--- src/rtl/core/xsort_pkg.sv ---
// Shared constants and payload types for the exchange sort engine.
package xsort_pkg;

    localparam int DEPTH  = 64;
    localparam int DATA_W = 32;
    localparam int ADDR_W = $clog2(DEPTH);
    localparam int CNT_W  = $clog2(DEPTH + 1);

    typedef struct packed {
        logic signed [DATA_W-1:0] value;
        logic                     last_in;
    } in_item_t;

    typedef struct packed {
        logic signed [DATA_W-1:0] sorted_value;
        logic                     last_out;
        logic                     overflow;
    } out_item_t;

endpackage

--- src/rtl/core/xsort_ram.sv ---
// Simple dual-port RAM with one write port and one registered read port.
module xsort_ram #(
    parameter int WIDTH   = 32,
    parameter int AWIDTH  = 6,
    parameter int ENTRIES = 64
) (
    input  logic              aclk,
    input  logic              we,
    input  logic [AWIDTH-1:0] waddr,
    input  logic [WIDTH-1:0]  wdata,
    input  logic [AWIDTH-1:0] raddr,
    output logic [WIDTH-1:0]  rdata
);

    logic [WIDTH-1:0] mem [ENTRIES];

    always_ff @(posedge aclk) begin
        if (we) begin
            mem[waddr] <= wdata;
        end
    end

    // A read of the address being written returns the old contents.
    always_ff @(posedge aclk) begin
        rdata <= mem[raddr];
    end

endmodule

--- src/rtl/core/exchange_sort_engine.sv ---
// Top level of the exchange sort engine: collect, in-memory sort and drain.
//
// Usage: signed 32-bit values arrive on the s_ channel, one per transfer, and
// are written into a 64-entry store. A transfer with last_in set closes the
// set. Values that arrive once the store is full are discarded and every
// result of that set carries overflow. The block then sorts the store in
// place and returns the n stored values in ascending order on the m_ channel,
// with last_out on the final one, after which s_ready rises for the next set.
//
// Timing: collection accepts one input transfer per cycle. The sort is bound
// by the single read port of the store: each compare needs one read. The
// drain reads each result from the store into the output register, and the
// next result is loaded only after the receiver has taken the current one.
// s_ready is low from the closing transfer until the final result is taken.
// A stalled receiver simply holds the current result in the output register.
// Reset (aresetn low at a clock edge) empties the store and clears the
// overflow flag; the store contents themselves are not cleared.
module exchange_sort_engine (
    input  logic                  aclk,
    input  logic                  aresetn,
    input  logic                  s_valid,
    output logic                  s_ready,
    input  xsort_pkg::in_item_t   s_data,
    output logic                  m_valid,
    input  logic                  m_ready,
    output xsort_pkg::out_item_t  m_data
);

    localparam int AW = xsort_pkg::ADDR_W;
    localparam int CW = xsort_pkg::CNT_W;
    localparam int DW = xsort_pkg::DATA_W;

    typedef enum logic [2:0] {
        COLLECT,
        LOAD_PIVOT,
        TAKE_PIVOT,
        SCAN,
        WRITE_PIVOT,
        OUT_READ,
        OUT_LOAD,
        OUT_HOLD
    } state_t;

    state_t               state_reg, state_next;
    logic [CW-1:0]        count_reg, count_next;
    logic                 dropped_reg, dropped_next;
    logic [AW-1:0]        p_reg, p_next;
    logic [CW-1:0]        q_reg, q_next;
    logic [AW-1:0]        cmp_q_reg, cmp_q_next;
    logic                 cmp_valid_reg, cmp_valid_next;
    logic signed [DW-1:0] pivot_reg, pivot_next;
    logic [AW-1:0]        k_reg, k_next;
    logic                 m_valid_reg, m_valid_next;
    xsort_pkg::out_item_t m_data_reg, m_data_next;

    logic                 ram_we;
    logic [AW-1:0]        ram_waddr;
    logic [DW-1:0]        ram_wdata;
    logic [AW-1:0]        ram_raddr;
    logic [DW-1:0]        ram_rdata;
    logic signed [DW-1:0] rd_value;
    logic [CW-1:0]        fill_count;
    logic                 has_room;

    xsort_ram #(
        .WIDTH   (DW),
        .AWIDTH  (AW),
        .ENTRIES (xsort_pkg::DEPTH)
    ) u_store (
        .aclk  (aclk),
        .we    (ram_we),
        .waddr (ram_waddr),
        .wdata (ram_wdata),
        .raddr (ram_raddr),
        .rdata (ram_rdata)
    );

    assign rd_value   = $signed(ram_rdata);
    assign has_room   = (count_reg < CW'(xsort_pkg::DEPTH));
    assign fill_count = has_room ? count_reg + CW'(1) : count_reg;

    always_comb begin
        state_next     = state_reg;
        count_next     = count_reg;
        dropped_next   = dropped_reg;
        p_next         = p_reg;
        q_next         = q_reg;
        cmp_q_next     = cmp_q_reg;
        cmp_valid_next = cmp_valid_reg;
        pivot_next     = pivot_reg;
        k_next         = k_reg;
        m_valid_next   = m_valid_reg;
        m_data_next    = m_data_reg;
        ram_we         = 1'b0;
        ram_waddr      = count_reg[AW-1:0];
        ram_wdata      = s_data.value;
        ram_raddr      = p_reg;

        case (state_reg)
            COLLECT: begin
                if (s_valid) begin
                    if (has_room) begin
                        ram_we     = 1'b1;
                        count_next = fill_count;
                    end else begin
                        dropped_next = 1'b1;
                    end
                    if (s_data.last_in) begin
                        p_next = '0;
                        k_next = '0;
                        if (fill_count >= CW'(2)) begin
                            state_next = LOAD_PIVOT;
                        end else begin
                            state_next = OUT_READ;
                        end
                    end
                end
            end
            LOAD_PIVOT: begin
                ram_raddr  = p_reg;
                state_next = TAKE_PIVOT;
            end
            TAKE_PIVOT: begin
                pivot_next     = rd_value;
                ram_raddr      = p_reg + AW'(1);
                cmp_q_next     = p_reg + AW'(1);
                cmp_valid_next = 1'b1;
                q_next         = CW'(p_reg) + CW'(2);
                state_next     = SCAN;
            end
            SCAN: begin
                // The earlier position's value lives in pivot_reg; a swap
                // writes it to the later entry and keeps the smaller one.
                if (cmp_valid_reg && (pivot_reg > rd_value)) begin
                    ram_we     = 1'b1;
                    ram_waddr  = cmp_q_reg;
                    ram_wdata  = pivot_reg;
                    pivot_next = rd_value;
                end
                ram_raddr = q_reg[AW-1:0];
                if (q_reg < count_reg) begin
                    cmp_valid_next = 1'b1;
                    cmp_q_next     = q_reg[AW-1:0];
                    q_next         = q_reg + CW'(1);
                end else begin
                    cmp_valid_next = 1'b0;
                    state_next     = WRITE_PIVOT;
                end
            end
            WRITE_PIVOT: begin
                ram_we    = 1'b1;
                ram_waddr = p_reg;
                ram_wdata = pivot_reg;
                p_next    = p_reg + AW'(1);
                if (CW'(p_reg) + CW'(2) < count_reg) begin
                    state_next = LOAD_PIVOT;
                end else begin
                    state_next = OUT_READ;
                end
            end
            OUT_READ: begin
                ram_raddr  = k_reg;
                state_next = OUT_LOAD;
            end
            OUT_LOAD: begin
                m_data_next.sorted_value = rd_value;
                m_data_next.last_out     = (CW'(k_reg) + CW'(1) == count_reg);
                m_data_next.overflow     = dropped_reg;
                m_valid_next             = 1'b1;
                state_next               = OUT_HOLD;
            end
            OUT_HOLD: begin
                ram_raddr = k_reg + AW'(1);
                if (m_ready) begin
                    m_valid_next = 1'b0;
                    if (m_data_reg.last_out) begin
                        count_next   = '0;
                        dropped_next = 1'b0;
                        state_next   = COLLECT;
                    end else begin
                        k_next     = k_reg + AW'(1);
                        state_next = OUT_LOAD;
                    end
                end
            end
            default: begin
                state_next = COLLECT;
            end
        endcase
    end

    always_ff @(posedge aclk) begin
        if (!aresetn) begin
            state_reg     <= COLLECT;
            count_reg     <= '0;
            dropped_reg   <= 1'b0;
            cmp_valid_reg <= 1'b0;
            m_valid_reg   <= 1'b0;
        end else begin
            state_reg     <= state_next;
            count_reg     <= count_next;
            dropped_reg   <= dropped_next;
            cmp_valid_reg <= cmp_valid_next;
            m_valid_reg   <= m_valid_next;
        end
        p_reg      <= p_next;
        q_reg      <= q_next;
        cmp_q_reg  <= cmp_q_next;
        pivot_reg  <= pivot_next;
        k_reg      <= k_next;
        m_data_reg <= m_data_next;
    end

    assign s_ready = (state_reg == COLLECT);
    assign m_valid = m_valid_reg;
    assign m_data  = m_data_reg;

endmodule

--- config.mk ---
export PLATFORM = sky130hd
export DESIGN_NAME = exchange_sort_engine
export DESIGN_NICKNAME = d
export VERILOG_FILES = /design/src/rtl/core/xsort_pkg.sv /design/src/rtl/core/xsort_ram.sv /design/src/rtl/core/exchange_sort_engine.sv
export SDC_FILE = /design/constraint.sdc
export NUM_CORES = 2
export LEC_CHECK = 0
export ABC_AREA = 1
export BUFFER_PORTS_ARGS = -buffer_cell sky130_fd_sc_hd__buf_2
export CORE_MARGIN = 2
export CORE_UTILIZATION = 45
export CTS_CLUSTER_DIAMETER = 30
export DETAILED_ROUTE_END_ITERATION = 16
export HOLD_SLACK_MARGIN = 0.12
export PLACE_DENSITY = 0.59
export SKIP_LAST_GASP = 1
export SYNTH_ARGS = -nofsm -noshare
export SYNTH_HDL_FRONTEND = slang
export SYNTH_SLANG_ARGS = --single-unit
export TNS_END_PERCENT = 5
--- constraint.sdc ---
create_clock -name aclk -period 10.93 [get_ports aclk]
set_input_delay 0.5465 -clock aclk [delete_from_list [all_inputs] [get_ports aclk]]
set_output_delay 0.5465 -clock aclk [all_outputs]
set_load 0.02 [all_outputs]
---- Yosys cells after proc, flatten, opt, wreduce, memory -nomap -nowiden ----
Memory sizes are Yosys's and may differ from the RTL's. A register that Yosys moved wholly into a read port is not among the register bits.
Index checks and enable logic that the tools add are counted.
storage, ports and cells
  bits in writable memories ............... 2048
  flip-flop bits (word level) ............. 104
  memories kept ........................... 1
  output and inout port bits .............. 36
  logic and storage cells ................. 103
  input bits .............................. 37
operators by class
  reduce and logical (&&, ||, !) cells .... 14
  add/subtract/negate cells ............... 6
  multiplexer cells ....................... 46
  equality and inequality tests ........... 18
  magnitude comparators ................... 5
memories
  memory       depth  width  rd ports  clocked after memory_dff  wr ports  RTL line         text
  u_store.mem  64     32     1         1                         1         xsort_ram.sv:15  logic [WIDTH-1:0] mem [ENTRIES];
operator list
  operator               count
  $pmux W32 S2           2
  $mux W32               2
  $pmux W6 S2            4
  $mux W7                6
  $mux W6                6
  $gt A32 B32 Y1         1
  $pmux W7 S2            2
  $pmux W3 S8            1
  $pmux W6 S4            1
  $mux W3                7
  $ne A2 B2 Y1 const B   8
  $reduce_and A5 Y1      3
  $add A7 B1 Y7 const B  2
  $lt A7 B7 Y1           2
  $add A6 B1 Y6 const B  2
  $eq A3 B3 Y1 const B   4
  $mux W1                11
  $reduce_bool A2 Y1     4
  $add A6 B1 Y7 const B  1
  $add A6 B2 Y7 const B  1
  $eq A7 B7 Y1           1
  $ge A7 B2 Y1 const B   1
  $lt A7 B7 Y1 const B   1
  $eq A3 B2 Y1 const B   2
  9 further kinds        14

---- Depth between registers and ports, before layout ----
  word-level depth ........................ 7
  gate-level depth with buffers ........... 22
  gate-level depth less buffers ........... 22

---- Hierarchy ----
A second synthesis with hierarchy kept.
unflattened totals
  cell total of the unflattened synthesis .. 7616
  area total of the unflattened synthesis .. 89590.9 µm²
modules (own cells, without submodules)
  module                area each (µm²)  seq. area each (µm²)  cells each  times used
  xsort_ram             82738.1          62139.6               6769        1
  exchange_sort_engine  6852.8           2992.9                847         1

---- Worst setup path after synthesis ----
Ideal clock, no wire load.
  kind .................................... register to register
  from .................................... reg pivot_reg[31]
  to ...................................... reg pivot_reg[0] (enable)
  data required time ...................... 10.464 ns
  path buffers ............................ 2
  arrival time ............................ 4.256 ns
  library setup time ...................... 0.466 ns
  path slack .............................. 6.208 ns
  stages on the path, launching flop included .. 12
  period minus slack after synthesis ...... 4.722 ns
  cell sequence ........................... edfxtp_1 -> ha_1 -> a21oi_1 -> o21a_1 -> nand2_1 -> a21oi_1 -> nand2_1 -> nand2_1 -> nand3_2 -> clkbuf_1 -> clkbuf_1 -> o21ai_0
on the way
  word-level cells in the longest chain between the ends .. 4
RTL lines
  what                         RTL line                     text
  from (decl)                  exchange_sort_engine.sv:51   logic signed [DW-1:0] pivot_reg, pivot_next;
  from (signal assigned)       exchange_sort_engine.sv:209  pivot_reg <= pivot_next;
  $gt A32 B32 Y1               exchange_sort_engine.sv:134  if (cmp_valid_reg && (pivot_reg > rd_value)) begin
  $logic_and A1 B1 Y1          exchange_sort_engine.sv:134
  $ne A2 B2 Y1 (no line)       n/a
  $reduce_and A2 Y1 (no line)  n/a
Every way passes these cells.
A chain may end at the register's enable or synchronous reset.

---- Worst setup path in the final report ----
  from .................................... reg u_store.rdata[23], read port of u_store.mem
  to ...................................... mem u_store.mem[7][28] (enable)
on the way
  word-level cells in the longest chain between the ends .. 6
  elaborated cells between the ends (all ways) .. 8
  classes of those cells .................. order compare: 1; mux: 6; reduce/logical: 1
RTL lines
  what                           RTL line                     text
  from (decl)                    xsort_ram.sv:12              output logic [WIDTH-1:0] rdata
  $gt A32 B32 Y1 (*)             exchange_sort_engine.sv:134
  $logic_and A1 B1 Y1 (*)        exchange_sort_engine.sv:134
  $mux W1                        exchange_sort_engine.sv:134
  $pmux W1 S3                    exchange_sort_engine.sv:99   case (state_reg)
  $mux W1                        xsort_ram.sv:18              if (we) begin
  $mux W1 (implied by the code)  xsort_ram.sv:19              mem[waddr] <= wdata;
  to (decl)                      xsort_ram.sv:15
Every way passes the cells marked *; elsewhere a longest branch is shown, timed or not.

==> impl.org <==
** Route
- The routed layout has between 50000 and 60000 vias.
- Wires add up to approximately 270000 microns.
- Initial DRT Pass Iterations :: 6
- Final routed DRC violation total :: 0
- Wirelength per Cell :: about 26 microns
- After detailed routing, the number of vias per cell comes to roughly 5.8.
- The first routing iteration left roughly 7200 violations.
- Count of nets left with antenna violations after detail routing :: 0

** Pwr
- Share of total power in the clock network :: about a third
- Static power due to leakage :: approximately 38 nW
- Portion of total power attributed to combinational logic :: a little under two fifths
- Net switching is ~40% of the power.
- In this run the power density over the cells is about 360 nW/um^2.
- IR Drop Worst-Case VDD :: 0.443 mV
- The internal portion of the total power is 24.0 mW.
- Sequential cells account for a little over a quarter of the total power.
- Net switching power of the design :: 16.0 mW

** STA
- Setup repair after global routing left no endpoint under its margin.
- Setup violations remaining at the end of the flow were counted as 0.
- After layout, the minimum clock period comes to just over 6 ns.
- For the pin with the worst max-slew slack, the measured transition is between 1 and 1.5 ns.
- Worst max-slew margin expressed relative to the limit :: between 10% and 20%
- TNS Setup :: 0 ns
- Timing-limited maximum frequency :: 166 MHz
- Endpoints failing hold :: 0
- The number of max-slew violations in the final report came to 0.
- Setup slack on the critical path of the routed design comes to just under 5 ns.
- Crit share post-route :: between 50% and 60%
- Worst clock skew on the final layout :: 0.0967 ns

** Worst setup path
- The worst setup path is launched from a flip-flop.
- Critical path arrival :: between 6 and 7 ns
- Peak fanout along the critical path :: 32
- Data on the critical path is required at its endpoint by approximately 11 ns.
- In this run the critical register-to-register path is launched from u_store.rdata[23]$_DFF_P_.
- The number of cells on the worst reg-to-reg path is 16.
- Worst R2R Setup Slack :: approximately 4.9 ns
- Type of destination of the critical path :: flip-flop
- R2R Path End :: u_store.mem[7][28]$_DFFE_PP_
- The worst setup path is of the reg2reg kind.

** Synthesis
- The top cell type by area accounts for 70.6% of the synthesized area.
- Synth Flop Type :: edfxtp_1
- Yosys mapped a number of flops with a built-in enable equal to 2139.
- Cell count after synthesis :: 7012
- Leading cell types by count after synthesis :: edfxtp_1, o211ai_1, nand3_1
- The largest total area in the synthesized netlist belongs to edfxtp_1.
- Main area contributors after synthesis :: edfxtp_1, o211ai_1, nand3_1
- Synthesis produced a netlist with a net count of about 7100.
- A synthesized cell averages about 13 sq um.
- Netlist Area Pre-Place :: 91000 sq um
- Sequential fraction of the synthesis area :: 71.6%
- Syn. warnings :: 0
- Library cells used by synthesis :: 42
- Top-count cell post-synth :: edfxtp_1
- Share of synthesized flip-flops with an asynchronous set or reset :: 0%
- Synthesis inferred 2184 register bits.

** Clock network
- Buffers inserted during clock tree synthesis total 457.
- After clock tree synthesis, the clock-pin slew on the worst setup and hold paths is approximately 0.050 ns.
- Clock latency on the worst-skew pair :: approximately 0.96 ns
- Clock tree buffer depth :: 4
- CTS H-tree depth :: 5
- Clock tree from TritonCTS :: yes
- Gates resized during post-CTS repair numbered 0.
- The tree built by TritonCTS fans out to 2184 sinks.
- The tree is rooted in a clkbuf_16.

** Floorplanning
- During I/O placement, the number of pins put on the boundary was 73.
- Placeable core region :: 201000 sq um
- The floorplan has roughly 170 rows.
- Horizontal extent of the die :: roughly 450 microns
- The floorplan step defined a die boundary enclosing between 200000 and 250000 sq um.
- Once the floorplan was initialized, standard cells occupied 45.2% of the core.
- Chip Height :: 454 microns

** Placed design
- The congestion estimate from routability-driven global placement came to roughly 0.90.
- Once placement finished, the instance area stood at roughly 94000 sq um.
- Post-Place Worst Slack :: between 5 and 6 ns
- Port-buffer cells :: between 70 and 80
- HPWL Detailed :: 143000 microns

** GRT
- Largest net degree at the start of global routing :: between 200 and 250
- Overall fraction of global-route tracks in use :: around a quarter
- Total congestion overflow :: 0
- The initial antenna violation count came to 9.
- The number of global-route vias before repair is ~57000.
- The first global-routing pass estimated between 300000 and 400000 microns of wire.

** Layout
- Final-stage net count :: 7282
- Number of flip-flops in the largest register :: around 2000
- Once layout is done, the placed cells without fillers occupy around 110000 sq um.
- Fraction of layout cells with a size suffix above 1 :: between 10 and 15%
- Cells fill a little over half of the core in the end.
- Syn-to-layout area delta :: 20.9%

** Worst hold path
- Endpoint with the worst hold slack :: u_store.mem[31][20]$_DFFE_PP_
- Hold path startpoint :: s_data[21]
- The min-delay analysis places its worst path in the category in2reg.
- Worst Hold Depth :: 3

** Status
- Run status :: finished, final reports clean

** Flow run
- The tool flagged a number of max-cap violations equal to 0.
[layer usage]
layer	vias to the layer above	wire, microns	track usage [%]
met3	550	23900	6.01
met1	29400	112000	35.7
met2	2679	121000	38.9
li1	26400	-	-
met4	0	13200	12.4
met5	-	0	0
[logic make-up after synthesis]
group	share of synthesized area (%)
and+or+nand+nor	12.8
DFF	71.6
AOI/OAI and AO/OA	9.46
adders and majority gates	0.674
buffers and inverters	5.31
xor gates and xnor gates	0.144
[worst max-delay path: stages, from the launching register on]
cell and delay [ns]:
dfxtp_1 0.69, inv_1 0.11, ha_1 0.32, nand2_1 0.07, nor2_1 0.17, nand4_1 0.15, nor2_1 0.27, nand2_1 0.14
nand3_1 0.22, nand3_2 0.61, nand2_1 0.28, nand3_1 0.12, nand2_1 0.07, nand2_1 0.18, nor2_1 0.20, nand2_1 0.69
nor2_4 1.28
[metrics by stage]
stage | hold WS (ns) | cells | power, mW
6_report | 0.200 | 10200 | 40.1
5_1_grt | 0.189 | 10200 | 41.6
4_1_cts | 0.138 | 10200 | 40.0
3_5_place_dp | 0.427 | 9405 | 25.8
3_3_place_gp | 0.430 | 9405 | 25.7
2_1_floorplan | 0.403 | 7012 | 20.1
[layout make-up]
class,count,area [sq um]
Tap cell,2672,3340
Multi-Input combinational cell,3661,21600
Fill cell,16300,91500
Timing Repair Buffer,195,1440
Clock inverter,316,4010
Antenna cell,2,5.00
Clock buffer,520,11800
Sequential cell,2184,65100
Inverter,697,2640
[power groups by stage]
stage | Sequential, mW | Combinational, mW | Clock, mW
floorplan | 11.0 | 9.14 | 0
global placement | 11.1 | 14.6 | 0
detailed placement | 11.1 | 14.7 | 0
CTS | 10.9 | 14.8 | 14.3
global route | 11.0 | 16.0 | 14.7
finish | 11.0 | 15.0 | 14.2
[worst max path at each step]
stage,start,end,cells after the start
floorplan,pivot_reg[31]$_DFFE_PP_,pivot_reg[0]$_DFFE_PP_,11
detailed placement,u_store.rdata[21]$_DFF_P_,u_store.mem[7][25]$_DFFE_PP_,16
global placement,u_store.rdata[21]$_DFF_P_,u_store.mem[7][28]$_DFFE_PP_,16
CTS,u_store.rdata[21]$_DFF_P_,u_store.mem[7][7]$_DFFE_PP_,16
global route,u_store.rdata[6]$_DFF_P_,u_store.mem[7][28]$_DFFE_PP_,18
finish,u_store.rdata[23]$_DFF_P_,u_store.mem[7][28]$_DFFE_PP_,16
[repair_timing]
item / 4_1_cts / 5_1_grt
hold endpoints to repair: 13 / 0
setup buffers: 0 / 0
hold buffers: 4 / 0
[cell usage in the layout, fill, tap and decap left out, types with 4 or more instances in the layout]
cell,synthesis,routed
clkinvlp_4,0,51
o22ai_1,5,5
nand4_1,15,15
clkbuf_16,0,461
dlygate4sd3_1,0,4
nand2_1,726,724
bufinv_16,0,88
nor2_4,0,64
clkinv_4,0,14
buf_2,171,72
o211ai_1,1027,1027
clkinv_2,0,83
inv_6,0,20
inv_1,691,686
or2_1,309,309
nand3b_1,34,34
xor2_1,12,12
buf_4,6,107
or2_0,84,84
nor2_1,152,87
buf_12,0,12
a21oi_1,74,74
o21ai_4,0,5
edfxtp_1,2139,2139
nand3_1,988,988
dfxtp_1,45,45
inv_2,5,5
or2_2,89,89
clkinv_1,1,60
ha_1,49,49
o21ai_0,61,58
clkbuf_8,0,5
clkbuf_1,231,54
Power figures use the tool's default switching activity.
